<file path="src/rtl/scd_pkg.sv">
// Shared types and constants for the logic-analyzer command decoder.
// Used by the front, queue and back modules and by the top level; no dependencies.
package scd_pkg;

  // Result kinds, as they appear on the output kind field.
  typedef enum logic [3:0] {
    EV_REPLY  = 4'd1,
    EV_ARM    = 4'd2,
    EV_RESET  = 4'd3,
    EV_MASK   = 4'd4,
    EV_VALUE  = 4'd5,
    EV_TRIG   = 4'd6,
    EV_DIV    = 4'd7,
    EV_COUNTS = 4'd8,
    EV_FLAGS  = 4'd9
  } event_t;

  // One classified command as it waits in the queue.
  typedef struct packed {
    event_t     ev;
    logic [1:0] stage;
    logic [7:0] b1;
    logic [7:0] b2;
    logic [7:0] b3;
    logic [7:0] b4;
  } entry_t;

  // One result item before it is packed onto the output bus.
  typedef struct packed {
    event_t      ev;
    logic [1:0]  stage;
    logic [7:0]  reply_byte;
    logic        last;
    logic [31:0] word;
    logic [16:0] first_count;
    logic [16:0] second_count;
    logic [1:0]  level;
    logic [4:0]  channel;
    logic        serial_flag;
    logic        start_flag;
    logic [7:0]  flag_bits;
  } result_t;

  // Identification string sent in reply to an ID request, first byte first.
  function automatic logic [7:0] id_byte(input logic [1:0] idx);
    logic [7:0] b;
    case (idx)
      2'd0:    b = 8'h31;
      2'd1:    b = 8'h41;
      2'd2:    b = 8'h4C;
      default: b = 8'h53;
    endcase
    return b;
  endfunction

endpackage

</file>
<file path="src/rtl/scd_front.sv">
// Front end of the command decoder: takes received bytes, tracks the frame
// position, collects frame bytes and classifies commands. Depends on scd_pkg.
module scd_front import scd_pkg::*; (
  input  logic       clk,
  input  logic       rst,
  input  logic       in_valid,
  input  logic [7:0] rx_byte,
  output logic       in_ready,
  input  logic       queue_full,
  output logic       push,
  output entry_t     push_entry
);

  localparam logic [7:0] CMD_RESET  = 8'h00;
  localparam logic [7:0] CMD_ARM    = 8'h01;
  localparam logic [7:0] CMD_ID     = 8'h02;
  localparam logic [7:0] CMD_ID_ALT = 8'h31;
  localparam logic [7:0] CMD_META   = 8'h04;
  localparam logic [7:0] CMD_XON    = 8'h11;
  localparam logic [7:0] CMD_XOFF   = 8'h13;

  localparam logic [7:0] OP_KEEP    = 8'hF3;
  localparam logic [7:0] OP_MASK    = 8'hC0;
  localparam logic [7:0] OP_VALUE   = 8'hC1;
  localparam logic [7:0] OP_TRIG    = 8'hC2;
  localparam logic [7:0] OP_DIV     = 8'h80;
  localparam logic [7:0] OP_COUNTS  = 8'h81;
  localparam logic [7:0] OP_FLAGS   = 8'h82;

  logic [2:0] pos;
  logic [2:0] pos_next;
  logic [7:0] b0, b1, b2, b3;
  logic       accept;
  logic [7:0] opcode;
  logic       single;

  assign in_ready = !queue_full;
  assign accept   = in_valid && in_ready;
  assign opcode   = b0 & OP_KEEP;

  always_comb begin
    pos_next         = pos;
    push             = 1'b0;
    single           = 1'b0;
    push_entry.ev    = EV_RESET;
    push_entry.stage = 2'd0;
    push_entry.b1    = b1;
    push_entry.b2    = b2;
    push_entry.b3    = b3;
    push_entry.b4    = rx_byte;
    if (accept && pos == 3'd0) begin
      single = 1'b1;
      unique case (rx_byte) inside
        CMD_RESET: begin
          push          = 1'b1;
          push_entry.ev = EV_RESET;
        end
        CMD_ARM: begin
          push          = 1'b1;
          push_entry.ev = EV_ARM;
        end
        CMD_ID, CMD_ID_ALT: begin
          push          = 1'b1;
          push_entry.ev = EV_REPLY;
        end
        CMD_META, CMD_XON, CMD_XOFF: begin
          push = 1'b0;
        end
        default: begin
          single   = 1'b0;
          pos_next = 3'd1;
        end
      endcase
    end else if (accept && pos != 3'd4) begin
      pos_next = pos + 3'd1;
    end else if (accept) begin
      // Fifth byte: the frame is complete and is decoded now.
      pos_next = 3'd0;
      push     = 1'b1;
      unique case (opcode)
        OP_MASK: begin
          push_entry.ev    = EV_MASK;
          push_entry.stage = b0[3:2];
        end
        OP_VALUE: begin
          push_entry.ev    = EV_VALUE;
          push_entry.stage = b0[3:2];
        end
        OP_TRIG: begin
          push_entry.ev    = EV_TRIG;
          push_entry.stage = b0[3:2];
        end
        OP_DIV:    push_entry.ev = EV_DIV;
        OP_COUNTS: push_entry.ev = EV_COUNTS;
        OP_FLAGS:  push_entry.ev = EV_FLAGS;
        default:   push = 1'b0;
      endcase
    end
  end

  always_ff @(posedge clk) begin
    if (rst) begin
      pos <= 3'd0;
    end else begin
      pos <= pos_next;
    end
  end

  // Frame bytes carry no reset; each is written before the frame is decoded.
  always_ff @(posedge clk) begin
    if (accept && !single) begin
      case (pos)
        3'd0:    b0 <= rx_byte;
        3'd1:    b1 <= rx_byte;
        3'd2:    b2 <= rx_byte;
        3'd3:    b3 <= rx_byte;
        default: ;
      endcase
    end
  end

  a_pos_range: assert property (@(posedge clk) disable iff (rst) pos <= 3'd4)
    else $error("frame position out of range");

endmodule

</file>
<file path="src/rtl/scd_queue.sv">
// Short command queue between the front and the back end of the decoder.
// Depends on scd_pkg for the entry type.
module scd_queue import scd_pkg::*; #(
  parameter int DEPTH = 4
) (
  input  logic   clk,
  input  logic   rst,
  input  logic   push,
  input  entry_t push_entry,
  output logic   full,
  output logic   valid,
  input  logic   pop,
  output entry_t head
);

  localparam int PW = (DEPTH > 1) ? $clog2(DEPTH) : 1;
  localparam int CW = $clog2(DEPTH + 1);

  entry_t          slots [DEPTH];
  logic [PW-1:0]   wptr;
  logic [PW-1:0]   rptr;
  logic [CW-1:0]   count;

  assign full  = (count == CW'(DEPTH));
  assign valid = (count != '0);
  assign head  = slots[rptr];

  function automatic logic [PW-1:0] wrap_inc(input logic [PW-1:0] p);
    return (p == PW'(DEPTH - 1)) ? '0 : p + 1'b1;
  endfunction

  always_ff @(posedge clk) begin
    if (rst) begin
      wptr  <= '0;
      rptr  <= '0;
      count <= '0;
    end else begin
      if (push) begin
        wptr <= wrap_inc(wptr);
      end
      if (pop) begin
        rptr <= wrap_inc(rptr);
      end
      if (push && !pop) begin
        count <= count + 1'b1;
      end else if (pop && !push) begin
        count <= count - 1'b1;
      end
    end
  end

  always_ff @(posedge clk) begin
    if (push) begin
      slots[wptr] <= push_entry;
    end
  end

  a_no_overflow: assert property (@(posedge clk) disable iff (rst) push |-> !full)
    else $error("command queue written while full");
  a_no_underflow: assert property (@(posedge clk) disable iff (rst) pop |-> valid)
    else $error("command queue read while empty");

endmodule

</file>
<file path="src/rtl/scd_back.sv">
// Back end of the decoder: expands queued commands into result items and
// holds them in the output register. Depends on scd_pkg.
module scd_back import scd_pkg::*; (
  input  logic    clk,
  input  logic    rst,
  input  logic    head_valid,
  input  entry_t  head,
  output logic    pop,
  output logic    out_valid,
  input  logic    out_ready,
  output result_t out_item
);

  logic [1:0] idx;
  logic       load;
  logic       is_reply;
  result_t    item;

  assign is_reply = (head.ev == EV_REPLY);
  assign load     = head_valid && (!out_valid || out_ready);
  assign pop      = load && (!is_reply || idx == 2'd3);

  always_comb begin
    item      = '0;
    item.ev   = head.ev;
    item.last = !is_reply || idx == 2'd3;
    unique case (head.ev) inside
      EV_REPLY: item.reply_byte = id_byte(idx);
      EV_MASK, EV_VALUE: begin
        item.stage = head.stage;
        item.word  = {head.b4, head.b3, head.b2, head.b1};
      end
      EV_TRIG: begin
        item.stage       = head.stage;
        item.first_count = {1'b0, head.b2, head.b1};
        item.level       = head.b3[1:0];
        item.channel     = {head.b4[0], head.b3[7:4]};
        item.serial_flag = head.b4[2];
        item.start_flag  = head.b4[3];
      end
      EV_DIV: item.word = {8'd0, head.b3, head.b2, head.b1} + 32'd1;
      EV_COUNTS: begin
        item.first_count  = {1'b0, head.b2, head.b1} + 17'd1;
        item.second_count = {1'b0, head.b4, head.b3} + 17'd1;
      end
      EV_FLAGS: item.flag_bits = head.b1;
      default: ;
    endcase
  end

  always_ff @(posedge clk) begin
    if (rst) begin
      out_valid <= 1'b0;
      idx       <= 2'd0;
    end else begin
      if (load) begin
        out_valid <= 1'b1;
      end else if (out_ready) begin
        out_valid <= 1'b0;
      end
      if (load && is_reply) begin
        idx <= idx + 2'd1;
      end
    end
  end

  always_ff @(posedge clk) begin
    if (load) begin
      out_item <= item;
    end
  end

  a_idx_reply: assert property (@(posedge clk) disable iff (rst)
      idx != 2'd0 |-> head_valid && is_reply)
    else $error("reply index moved without an ID command at the head");
  a_pop_last: assert property (@(posedge clk) disable iff (rst)
      pop |=> out_valid && out_item.last)
    else $error("command retired without its final item");

endmodule

</file>
<file path="src/rtl/sump_command_decoder_top.sv">
// Top level of the logic-analyzer command decoder: stream ports, packing.
// Instantiates scd_front, scd_queue and scd_back; depends on scd_pkg.
//
// The decoder takes one received command byte per item on the slave side and
// accepts a new byte in every clock cycle while its command queue has room.
// A byte that completes a command (reset, arm, ID request or the fifth byte of
// a recognized five-byte frame) places one entry in a short queue; the back end
// turns each entry into result items on the master side at one item per cycle
// while the master side is ready. Reset, arm and frame commands give one item;
// an ID request gives four reply items, the ASCII bytes of "1ALS", the last
// marked by tlast. Metadata, XON, XOFF, the first four frame bytes and frames
// with an unknown opcode give no item. A completed command goes through the
// queue, then the single output register, which holds one item at a time, so
// an ID request holds the output for four items and all other commands for one.
// The queue depth (QUEUE_DEPTH) is how many completed commands may wait while
// the master side stalls before the slave side stops accepting bytes.
module sump_command_decoder_top import scd_pkg::*; #(
  parameter int QUEUE_DEPTH = 4
) (
  input  logic        clk,
  input  logic        rst,
  input  logic        s_tvalid,
  output logic        s_tready,
  input  logic [7:0]  s_tdata,   // [7:0] rx_byte
  output logic        m_tvalid,
  input  logic        m_tready,
  // [1:0] stage, [9:2] reply_byte, [41:10] word, [58:42] first_count,
  // [75:59] second_count, [77:76] level, [82:78] channel, [83] serial_flag,
  // [84] start_flag, [92:85] flag_bits, [95:93] zero
  output logic [95:0] m_tdata,
  output logic [3:0]  m_tuser,   // [3:0] event_res
  output logic        m_tlast    // last item caused by one input byte
);

  logic    queue_full;
  logic    push;
  entry_t  push_entry;
  logic    head_valid;
  entry_t  head;
  logic    pop;
  result_t out_item;

  scd_front u_front (
    .clk        (clk),
    .rst        (rst),
    .in_valid   (s_tvalid),
    .rx_byte    (s_tdata),
    .in_ready   (s_tready),
    .queue_full (queue_full),
    .push       (push),
    .push_entry (push_entry)
  );

  scd_queue #(
    .DEPTH (QUEUE_DEPTH)
  ) u_queue (
    .clk        (clk),
    .rst        (rst),
    .push       (push),
    .push_entry (push_entry),
    .full       (queue_full),
    .valid      (head_valid),
    .pop        (pop),
    .head       (head)
  );

  scd_back u_back (
    .clk        (clk),
    .rst        (rst),
    .head_valid (head_valid),
    .head       (head),
    .pop        (pop),
    .out_valid  (m_tvalid),
    .out_ready  (m_tready),
    .out_item   (out_item)
  );

  // The kind of each item travels in tuser; the remaining fields are packed
  // into tdata from the lowest bit up and padded to whole bytes.
  assign m_tuser = out_item.ev;
  assign m_tlast = out_item.last;
  assign m_tdata = {3'd0,
                    out_item.flag_bits,
                    out_item.start_flag,
                    out_item.serial_flag,
                    out_item.channel,
                    out_item.level,
                    out_item.second_count,
                    out_item.first_count,
                    out_item.word,
                    out_item.reply_byte,
                    out_item.stage};

endmodule
</file>
<file path="config.mk">
export PLATFORM = sky130hd
export DESIGN_NAME = sump_command_decoder_top
export DESIGN_NICKNAME = d
export VERILOG_FILES = /design/src/rtl/scd_pkg.sv /design/src/rtl/scd_front.sv /design/src/rtl/scd_queue.sv /design/src/rtl/scd_back.sv /design/src/rtl/sump_command_decoder_top.sv
export SDC_FILE = /design/constraint.sdc
export NUM_CORES = 1
export LEC_CHECK = 0
export BUFFER_PORTS_ARGS = -buffer_cell sky130_fd_sc_hd__buf_2
export CAP_MARGIN = 20
export CORE_MARGIN = 8
export CORE_UTILIZATION = 60
export CTS_BUF_LIST = sky130_fd_sc_hd__clkbuf_8
export DETAILED_ROUTE_END_ITERATION = 10
export GPL_TIMING_DRIVEN = 0
export HOLD_SLACK_MARGIN = 0.12
export PLACE_DENSITY = 0.8
export SLEW_MARGIN = 20
export SYNTH_ARGS = -nofsm -noshare
export SYNTH_HDL_FRONTEND = slang
export SYNTH_SLANG_ARGS = --single-unit
export TNS_END_PERCENT = 10
</file>
<file path="constraint.sdc">
create_clock -name clk -period 9.05 [get_ports clk]
set_input_delay 0.4525 -clock clk [delete_from_list [all_inputs] [get_ports clk]]
set_output_delay 0.4525 -clock clk [all_outputs]
set_load 0.05 [all_outputs]
</file>
==> out/results.tsv, run 1 <==
metric	value	unit
timing.slew.headroom	35.1	%
grtUsageTotal	20.9	%
drc	0	
arrival	4.16	ns
die_height	160	µm
synth_edf_count	280	
rsz0062_at_grt	no	
die_w	160	µm
p_per_area	345	nW/µm²
ys.flop_type	edfxtp_1	
start_util	61.2	%
final_cell_count_no_fill	1247	
antenna_cells	0	
drt_pre_antenna_iters	5	
min_path_type	in -> reg	
cts_inserted_buffers	44	
synthCells	777	
dieArea	25500	µm²
cts_tree	done	
run_status	finished clean	
yosys_warnings	0	
ant_nets	0	
gp_congestion	0.927	
numClockSinks	295	
grt_max_degree	29	
setup_viol	0	
overflow	0	
htreeDepth	2	
row_count	52	
ys_types	77	
clk_transition_reported_paths	0.06	ns
crit_type	reg -> reg	
nets	975	
synth_largest_area_cell	edfxtp_1	
root_buffer	clkbuf_8	
drtIter0Drc	540	
synth.top_cell.area_share	67.9	%
fp.coreArea	20200	µm²
grt_pass1_vias	7462	
port_buffers	110	
worstMarginPinSlew	0.959	ns
start_kind	flip-flop	
final_cell_mix	edfxtp_1 (280), buf_2 (117), nor2_1 (50)	
vias	7337	
fin_skew	0.0140	ns
cts.path.max_buffers	3	
grt_pass1_wl	41800	µm
area_growth	15.9	%
final_common_cell	edfxtp_1	
hold_violations	0	
hpwl	18400	µm
hp-start	rst	
ios	115	
yosysSeqAreaShare	70.3	%
drive_above_1_share	26.3	%
holdBufCountCts	0	
async_flop_share	0	%
irDropWorstVdd	0.187	mV
p_leak	5.13	nW
ys_seq_elements	295	
post_cts_buffers	0	
maxCapViolCount	0	
min_period	3.68	ns
crit_path_end_kind	flip-flop	
critPathMaxFanout	10	
slew_violations	0	
dp.cells	1168	
wl_per_cell	21.3	µm
syn_area	12400	µm²
fmax	272	MHz
setup_tns	0	ns
fin_crit_sh	40.6	%
antenna_found_initial	0	
via_per_inst	5.88	
wirelength	26600	µm
syn_avg_cell_area	15.9	µm²
ys_top_cells_by_area	edfxtp_1 (68%), mux4_2 (6.0%), dfxtp_1 (2.4%), and2_1 (2.0%), ha_1 (1.8%)	
clock_latency	0.55	ns
whs	0.149	ns
ctsResizeCount	0	
required	9.53	ns
==> worst paths after layout <==
| check | endpoint | slack, ns | depth (start not counted) |
|---|---|---|---|
| hold / removal | u_back.out_valid$_SDFFE_PP0P_ | 0.15 | 2 |
| setup / recovery | u_queue.count[2]$_SDFFE_PP0P_ | 5.37 | 11 |
| hold reg to reg | u_queue.slots[3][13]$_DFFE_PP_ | 0.50 | 0 |
| setup reg to reg | u_queue.count[2]$_SDFFE_PP0P_ | 5.37 | 11 |
==> cell families (layout without fill, tap and decap cells) <==
| logic type | count (synthesis) | after routing | share of synthesized area (%) |
|---|---|---|---|
| AO/OA/AOI/OAI | 98 | 98 | 5.05 |
| XOR/XNOR | 28 | 28 | 1.98 |
| adder cells (fa/ha/maj) | 20 | 20 | 2.06 |
| buffers and inverters | 58 | 255 | 2.58 |
| flip-flops | 295 | 295 | 70.3 |
| multiplexers | 43 | 43 | 7.47 |
| other | 1 | 4 | 0.0303 |
| AND/OR/NAND/NOR | 234 | 234 | 10.5 |
==> power breakdown <==
part / internal, W / switching, W / total, W / leakage (nW)
clock network: 0.000555 / 0.000490 / 0.00104 / 0.482
logic: 0.000513 / 0.00148 / 0.00199 / 1.88
registers: 0.00184 / 0.0000770 / 0.00192 / 2.76
total: 0.00291 / 0.00205 / 0.00496 / 5.13
==> state kept, by name, indices dropped and copies added, names as in the netlist, named ones only <==
| signal | count |
|---|---|
| u_queue.wptr | 2 |
| u_back.out_item | 96 |
| u_queue.rptr | 2 |
| u_front.b2 | 8 |
| u_front.b3 | 8 |
| u_back.idx | 2 |
| u_front.b1 | 8 |
| u_front.b0 | 8 |
| u_queue.slots | 152 |
| u_front.pos | 3 |
| u_back.out_valid | 1 |
| u_queue.count | 3 |
==> layer usage <==
metal / part of all wire (%) / up-vias / track usage [%]
met4: 2.7 / 0 / 8.19
met3: 8.0 / 61 / 4.76
met1: 40 / 3595 / 25.8
met5: 0 / - / 0
li1: - / 3340 / -
met2: 50 / 341 / 35.3
==> synthesized netlist by cell type (5+ instances only) <==
library cell	number
dfxtp_1	15
nor3_1	13
and2_1	39
nand2_1	43
or3_1	6
edfxtp_1	280
o21ai_0	31
buf_2	7
inv_1	19
nand3_1	22
a21oi_1	25
nor2_1	50
ha_1	18
xor2_1	7
buf_6	6
clkbuf_1	14
xnor2_1	21
mux4_2	33
nor4_1	6
a221o_1	5
and3_1	7
mux2i_1	5
nand4_1	11
buf_4	9
mux4_1	5
==> per-stage QoR <==
step	setup slack (ns)	cell area [µm²]	util [%]	total power, W
6_report	5.37	14400	70.9	0.00496
5_1_grt	5.22	14400	70.9	0.00516
4_1_cts	5.37	14400	70.9	0.00499
3_5_place_dp	5.42	13500	66.7	0.00395
3_3_place_gp	0.0374	13300	65.6	0.00389
2_1_floorplan	2.14	12400	-	0.00345
==> worst max-delay path, stage by stage, from the launching register on <==
cell and delay [ns]:
dfxtp_1 0.36, buf_4 0.21, buf_2 0.34, mux4_2 0.43, or4b_1 0.66, o21ai_2 0.32
ha_1 0.25, inv_1 0.06, fa_1 0.37, xor2_1 0.16, or3_1 0.30, a21oi_1 0.13
==> final cells by class <==
| class | count | area (µm²) |
|---|---|---|
| inverters | 19 | 71.3 |
| clock buffers | 45 | 619 |
| multi-input cells | 427 | 3390 |
| plain buffers | 39 | 248 |
| repair buffers | 118 | 741 |
| flip-flops and latches | 295 | 8710 |
| clock inverters | 34 | 238 |
| fillers | 1291 | 5880 |
| well taps | 270 | 338 |
(Power assumes the default switching activity.)
==> run 2: changes to the inputs <==
--- a/config.mk
+++ b/config.mk
@@ -5,15 +5,16 @@
 export SDC_FILE = /design/constraint.sdc
 export NUM_CORES = 1
 export LEC_CHECK = 0
+export ABC_AREA = 1
 export BUFFER_PORTS_ARGS = -buffer_cell sky130_fd_sc_hd__buf_2
 export CAP_MARGIN = 20
 export CORE_MARGIN = 8
-export CORE_UTILIZATION = 60
+export CORE_UTILIZATION = 56
 export CTS_BUF_LIST = sky130_fd_sc_hd__clkbuf_8
 export DETAILED_ROUTE_END_ITERATION = 10
 export GPL_TIMING_DRIVEN = 0
 export HOLD_SLACK_MARGIN = 0.12
-export PLACE_DENSITY = 0.8
+export PLACE_DENSITY = 0.79
 export SLEW_MARGIN = 20
 export SYNTH_ARGS = -nofsm -noshare
 export SYNTH_HDL_FRONTEND = slang
==> constraint.sdc (replaced) <==
create_clock -name clk -period 3.3 [get_ports clk]
set_input_delay 0.165 -clock clk [delete_from_list [all_inputs] [get_ports clk]]
set_output_delay 0.165 -clock clk [all_outputs]
set_load 0.05 [all_outputs]
==> out/results.tsv, run 2 <==
metric	value	unit	change
syn_area	12800	µm²	+3.6%
gp_congestion	0.894		-3.6%
row_count	55		+5.8%
timing.slew.headroom	38.5	%	+3.3 points
run_status	finished clean		
via_per_inst	5.41		-8.0%
fp.coreArea	22600	µm²	+12%
largestRegisters	u_queue.slots: 152 flops, u_back.out_item: 96 flops		
setup_tns	0	ns	unchanged
dieArea	28000	µm²	+9.9%
ys_seq_elements	295		unchanged
die_height	167	µm	+4.8%
ios	115		unchanged
regArea	8710	µm²	about the same
synth.top_cell.area_share	65.6	%	-2.4 points
maxCapViolCount	0		unchanged
clk_transition_reported_paths	0.07	ns	about the same
synthCells	1142		+47%
ys_top_cells_by_area	edfxtp_1 (66%), nand2_1 (9.3%), nand3_1 (3.9%), nor2_1 (3.7%), dfxtp_1 (2.3%)		
crit_type	reg -> reg		
clock_latency	0.57	ns	+0.02 ns
arrival	3.26	ns	-0.90 ns
area_growth	17.3	%	
port_buffers	110		unchanged
critPathMaxFanout	20		+10
cts.path.max_buffers	3		unchanged
hold_violations	0		unchanged
nets	1354		+39%
final_cell_mix	nand2_1 (318), edfxtp_1 (280), nor2_1 (122)		
grt_max_degree	27		-6.9%
numClockSinks	295		unchanged
yosys_warnings	0		unchanged
setup_viol	0		unchanged
synth_largest_area_cell	edfxtp_1		
pre_cts_slack	0.248	ns	-5.17 ns
fin_skew	0.0361	ns	+0.0221 ns
cts_inserted_buffers	45		+2.3%
fin_ws	0.277	ns	-5.10 ns
antenna_cells	0		unchanged
drc	0		unchanged
syn_avg_cell_area	11.2	µm²	-30%
p_per_area	1060	nW/µm²	+210%
placedInstanceArea	14100	µm²	+4.2%
p_leak	6.10	nW	+19%
rsz0062_at_grt	no		
p_total	0.0159	W	+220%
die_w	167	µm	+4.8%
largest_reg_flops	152		unchanged
min_period	3.02	ns	-0.653 ns
drtIter0Drc	597		+11%
vias	8898		+21%
grt_pass1_vias	8923		+20%
ant_nets	0		unchanged
yosysSeqAreaShare	67.9	%	-2.4 points
grtUsageTotal	21.4	%	+0.52 points
ys_types	44		-43%
overflow	0		unchanged
wl_per_cell	18.3	µm	-14%
fmax	331	MHz	+22%
antenna_found_initial	0		unchanged
wirelength	30200	µm	+13%
worstMarginPinSlew	0.919	ns	-0.0398 ns
hp-start	s_tvalid		
worst_r2r_startpoint	u_front.pos[0]$_SDFFE_PP0P_		
grt_pass1_wl	47200	µm	+13%
drive_above_1_share	19.6	%	-6.7 points
design_area	15000	µm²	+4.9%
synth_common_cells	nand2_1 (318), edfxtp_1 (280), nor2_1 (126), nand3_1 (100), inv_1 (78)		
irDropWorstVdd	0.614	mV	+230%
synth_edf_count	280		unchanged
synth.most_common_cell	nand2_1		
min_path_type	in -> reg		
root_buffer	clkbuf_8		
required	3.54	ns	-5.99 ns
drt_pre_antenna_iters	5		unchanged
cts_tree	done		
final_common_cell	nand2_1		
fin_crit_sh	91.6	%	+51 points
start_util	56.8	%	-4.4 points
fillers	1693		+31%
regMostFlops	u_queue.slots		
ys.flop_type	edfxtp_1		
cp-startpoint	u_front.pos[0]$_SDFFE_PP0P_		
async_flop_share	0	%	unchanged
slew_violations	0		unchanged
multi_input_area	3550	µm²	+4.9%
ctsResizeCount	0		unchanged
crit_path_end_kind	flip-flop		
hpwl	21600	µm	+17%
htreeDepth	2		unchanged
start_kind	flip-flop		
run 2: cell types whose count changed after synthesis, sizes merged, moves of 7 or more:
cell,change
nor2,+95
o21ai,+11
nand3,+80
mux4,-38
xnor2,-20
nor4,-9
and3,-7
nand2,+285
o22ai,+17
buf,+11
inv,+65
and2,-39
clkbuf,-11
run 2: per-layer routing:
layer | vias to the layer above | part of all wire, % | global-route usage [%] | wire, µm
met5 | - | 0 | 0 | 0
li1 | 4273 | - | - | -
met1 | 4197 | 40 | 25.2 | 12100
met4 | 0 | 3.4 | 9.32 | 1020
met2 | 358 | 49 | 37.4 | 14900
met3 | 70 | 7.3 | 4.56 | 2190
run 2: cells by family after synthesis:
| kind of cell | Yosys count | share of synthesized area, % |
|---|---|---|
| flip-flops | 295 | 67.9 |
| other | 1 | 0.0292 |
| multiplexers | 1 | 0.176 |
| adder cells (fa/ha/maj) | 19 | 1.91 |
| AO/OA/AOI/OAI | 98 | 4.30 |
| XOR/XNOR | 10 | 0.683 |
| buffers and inverters | 123 | 4.84 |
| AND/OR/NAND/NOR | 595 | 20.2 |
run 2: worst paths after layout:
check	end	slack (ns)	cells past startpoint
setup reg to reg	u_queue.slots[2][31]$_DFFE_PP_	0.28	9
hold / removal	u_front.pos[0]$_SDFFE_PP0P_	0.17	7
setup / recovery	u_queue.slots[2][31]$_DFFE_PP_	0.28	9
hold reg to reg	u_queue.slots[3][21]$_DFFE_PP_	0.48	0
run 2: critical path: stages, from the launching register on:
cell and delay, ns:
dfxtp_1 0.35, inv_1 0.09, ha_1 0.21, inv_1 0.09
nor3_1 0.42, o211ai_1 0.23, nand2_1 0.20, inv_1 0.22
nor2_4 0.63, buf_16 0.24
run 2: power by group:
part           total [W]  internal, W  switching (W)
logic            0.00760      0.00181        0.00579
clock network    0.00292      0.00155        0.00136
registers        0.00542      0.00519       0.000224
run 2: cell type report:
cell class                      count  area share (%)
Timing Repair Buffer              131            6.17
Clock buffer                       50            4.57
Tap cell                          285            2.37
Buffer                             39            1.96
Sequential cell                   295            57.9
Inverter                           84            2.16
Clock inverter                     33            1.29
Multi-Input combinational cell    727            23.6
run 2: through the flow:
| step | hold slack [ns] | utilization [%] | instances |
|---|---|---|---|
| finish | 0.175 | 66.7 | 1644 |
| global route | 0.201 | 66.7 | 1644 |
| CTS | 0.140 | 66.7 | 1644 |
| detailed placement | 0.365 | 62.3 | 1550 |
| global placement | 0.361 | 61.0 | 1540 |
| floorplan | 0.234 | - | 1145 |
run 2: what timing repair did:
item                      4_1_cts  5_1_grt
hold buffers                   11        0
hold endpoints to repair       68        0
buffers inserted                0        0
==> run 3: changes to the inputs <==
--- a/config.mk
+++ b/config.mk
@@ -9,12 +9,11 @@
 export BUFFER_PORTS_ARGS = -buffer_cell sky130_fd_sc_hd__buf_2
 export CAP_MARGIN = 20
 export CORE_MARGIN = 8
-export CORE_UTILIZATION = 56
-export CTS_BUF_LIST = sky130_fd_sc_hd__clkbuf_8
+export CORE_UTILIZATION = 54
 export DETAILED_ROUTE_END_ITERATION = 10
 export GPL_TIMING_DRIVEN = 0
 export HOLD_SLACK_MARGIN = 0.12
-export PLACE_DENSITY = 0.79
+export PLACE_DENSITY = 0.76
 export SLEW_MARGIN = 20
 export SYNTH_ARGS = -nofsm -noshare
 export SYNTH_HDL_FRONTEND = slang
==> out/results.tsv, run 3 (synthesis gave the netlist of run 2 again) <==
metric	value	unit	change
cts_tree	done		
critPathMaxFanout	10		-50%
htreeDepth	1		-1
required	3.73	ns	+0.19 ns
hp-start	rst		
fillers	1790		+5.7%
numClockSinks	295		unchanged
grt_max_degree	28		+3.7%
final_common_cell	nand2_1		
row_count	56		+1.8%
arrival	3.50	ns	+0.24 ns
die_height	170	µm	+1.7%
min_path_type	in -> reg		
worst_r2r_path_depth	15		+6
r2r_end	u_queue.count[2]$_SDFFE_PP0P_		
overflow	0		unchanged
start_kind	flip-flop		
fp.coreArea	23400	µm²	+3.7%
gp_congestion	0.911		+1.9%
drtIter0Drc	738		+24%
p_total	0.0155	W	-2.7%
reg2reg_slack	0.23	ns	-0.05 ns
clock_latency	0.54	ns	-0.03 ns
fin_skew	0.0162	ns	-0.0199 ns
antenna_found_initial	0		unchanged
hpwl	21400	µm	-0.76%
run_status	finished clean		
dieArea	28900	µm²	+3.4%
wl_per_cell	18.1	µm	-1.2%
min_period	3.07	ns	+0.0473 ns
vias	8883		-0.17%
p_per_area	1020	nW/µm²	-3.3%
min_to	u_queue.count[0]$_SDFFE_PP0P_		
maxCapViolCount	0		unchanged
drc	0		unchanged
fin_crit_sh	93.0	%	+1.4 points
final_cell_mix	nand2_1 (318), edfxtp_1 (280), nor2_1 (122)		
root_buffer	clkbuf_16		
grtUsageTotal	20.3	%	-1.1 points
slew_violations	0		unchanged
ant_nets	0		unchanged
min_path_cells	3		-4
p_leak	6.03	nW	-1.2%
via_per_inst	5.38		-0.59%
die_w	170	µm	+1.7%
irDropWorstVdd	0.779	mV	+27%
area_growth	18.0	%	
cts.path.max_buffers	3		unchanged
grt_pass1_wl	45700	µm	-3.1%
hold_violations	0		unchanged
fmax	326	MHz	-1.5%
setup_viol	0		unchanged
port_buffers	110		unchanged
rsz0062_at_grt	no		
grt_pass1_vias	8581		-3.8%
ctsResizeCount	0		unchanged
drive_above_1_share	18.6	%	-1.0 points
crit_path_end_kind	flip-flop		
crit_type	reg -> reg		
setup_tns	0	ns	unchanged
clk_transition_reported_paths	0.06	ns	about the same
largestRegisters	u_queue.slots: 152 flops, u_back.out_item: 96 flops		
drt_pre_antenna_iters	5		unchanged
nets	1340		-1.0%
wirelength	29900	µm	-0.83%
worstMarginPinSlew	0.971	ns	+0.0519 ns
largest_reg_flops	152		unchanged
ios	115		unchanged
regMostFlops	u_queue.slots		
cts_inserted_buffers	29		-36%
timing.slew.headroom	35.0	%	-3.5 points
start_util	54.8	%	-2.0 points
antenna_cells	0		unchanged
-- run 3: changes by cell type in the layout (fill, tap and decap cells not counted), sizes merged --
cell,previous run,this run
clkinv,18,12
bufinv,2,0
clkbuf,55,44
inv,96,86
buf,154,156
-- run 3: layout make-up --
class | count | area, µm² | share of cell area, %
Buffer | 39 | 295 | 1.95
Tap cell | 319 | 399 | 2.64
Inverter | 84 | 325 | 2.15
Multi-Input combinational cell | 727 | 3550 | 23.5
Clock buffer | 39 | 793 | 5.24
Clock inverter | 15 | 80.1 | 0.529
Sequential cell | 295 | 8710 | 57.6
Timing Repair Buffer | 133 | 978 | 6.47
-- run 3: per-layer routing --
metal / part of all wire (%) / track usage [%]
met5: 0 / 0
met4: 2.8 / 6.86
met2: 49 / 36.2
met1: 40 / 24.6
met3: 7.7 / 3.17
-- run 3: worst max-delay path, stage by stage, from the launching register on --
cell and delay, ns:
dfxtp_1 0.32, buf_6 0.17, buf_2 0.28, o211ai_2 0.18, nand2_1 0.27, nand2_1 0.13
nor2_2 0.19, nand2_1 0.09, nand2_1 0.14, ha_1 0.18, inv_1 0.07, fa_1 0.40
a21oi_1 0.19, o21ai_0 0.13, o21ai_0 0.16, a21oi_1 0.05
-- run 3: worst max path at each step --
stage	from	to	slack, ns	cells past startpoint
CTS	u_front.pos[0]$_SDFFE_PP0P_	u_queue.slots[1][9]$_DFFE_PP_	0.25	10
global route	flip-flop	u_queue.count[2]$_SDFFE_PP0P_	0.02	15
finish	flip-flop	u_queue.count[2]$_SDFFE_PP0P_	0.23	15
floorplan	u_queue.count[0]$_SDFFE_PP0P_	u_queue.slots[0][0]$_DFFE_PP_	-0.46	8
detailed placement	u_front.pos[0]$_SDFFE_PP0P_	u_queue.slots[1][24]$_DFFE_PP_	0.26	10
global placement	u_front.pos[0]$_SDFFE_PP0P_	u_queue.slots[2][29]$_DFFE_PP_	-1.70	8
-- run 3: through the flow --
| stage | hold slack [ns] | setup WS, ns | cell area [µm²] | utilization, % | instances |
|---|---|---|---|---|---|
| after floorplan | 0.234 | -0.463 | 12900 | - | 1145 |
| after global placement | 0.370 | -1.70 | 13800 | 59.0 | 1574 |
| after detailed placement | 0.388 | 0.261 | 14100 | 60.5 | 1586 |
| after CTS | 0.351 | 0.249 | 15100 | 64.7 | 1651 |
| after global routing | 0.373 | 0.0202 | 15100 | 64.7 | 1651 |
| final | 0.365 | 0.230 | 15100 | 64.7 | 1651 |
-- run 3: what timing repair did --
| action | CTS | global route |
|---|---|---|
| hold buffers | 11 | 0 |
| hold endpoints to repair | 68 | 0 |
| buffers inserted | 0 | 0 |
-- run 3: power by group --
| group | switching, W | internal (W) |
|---|---|---|
| sequential | 0.000222 | 0.00512 |
| clock | 0.00131 | 0.00168 |
| combinational | 0.00549 | 0.00166 |
| total | 0.00702 | 0.00847 |
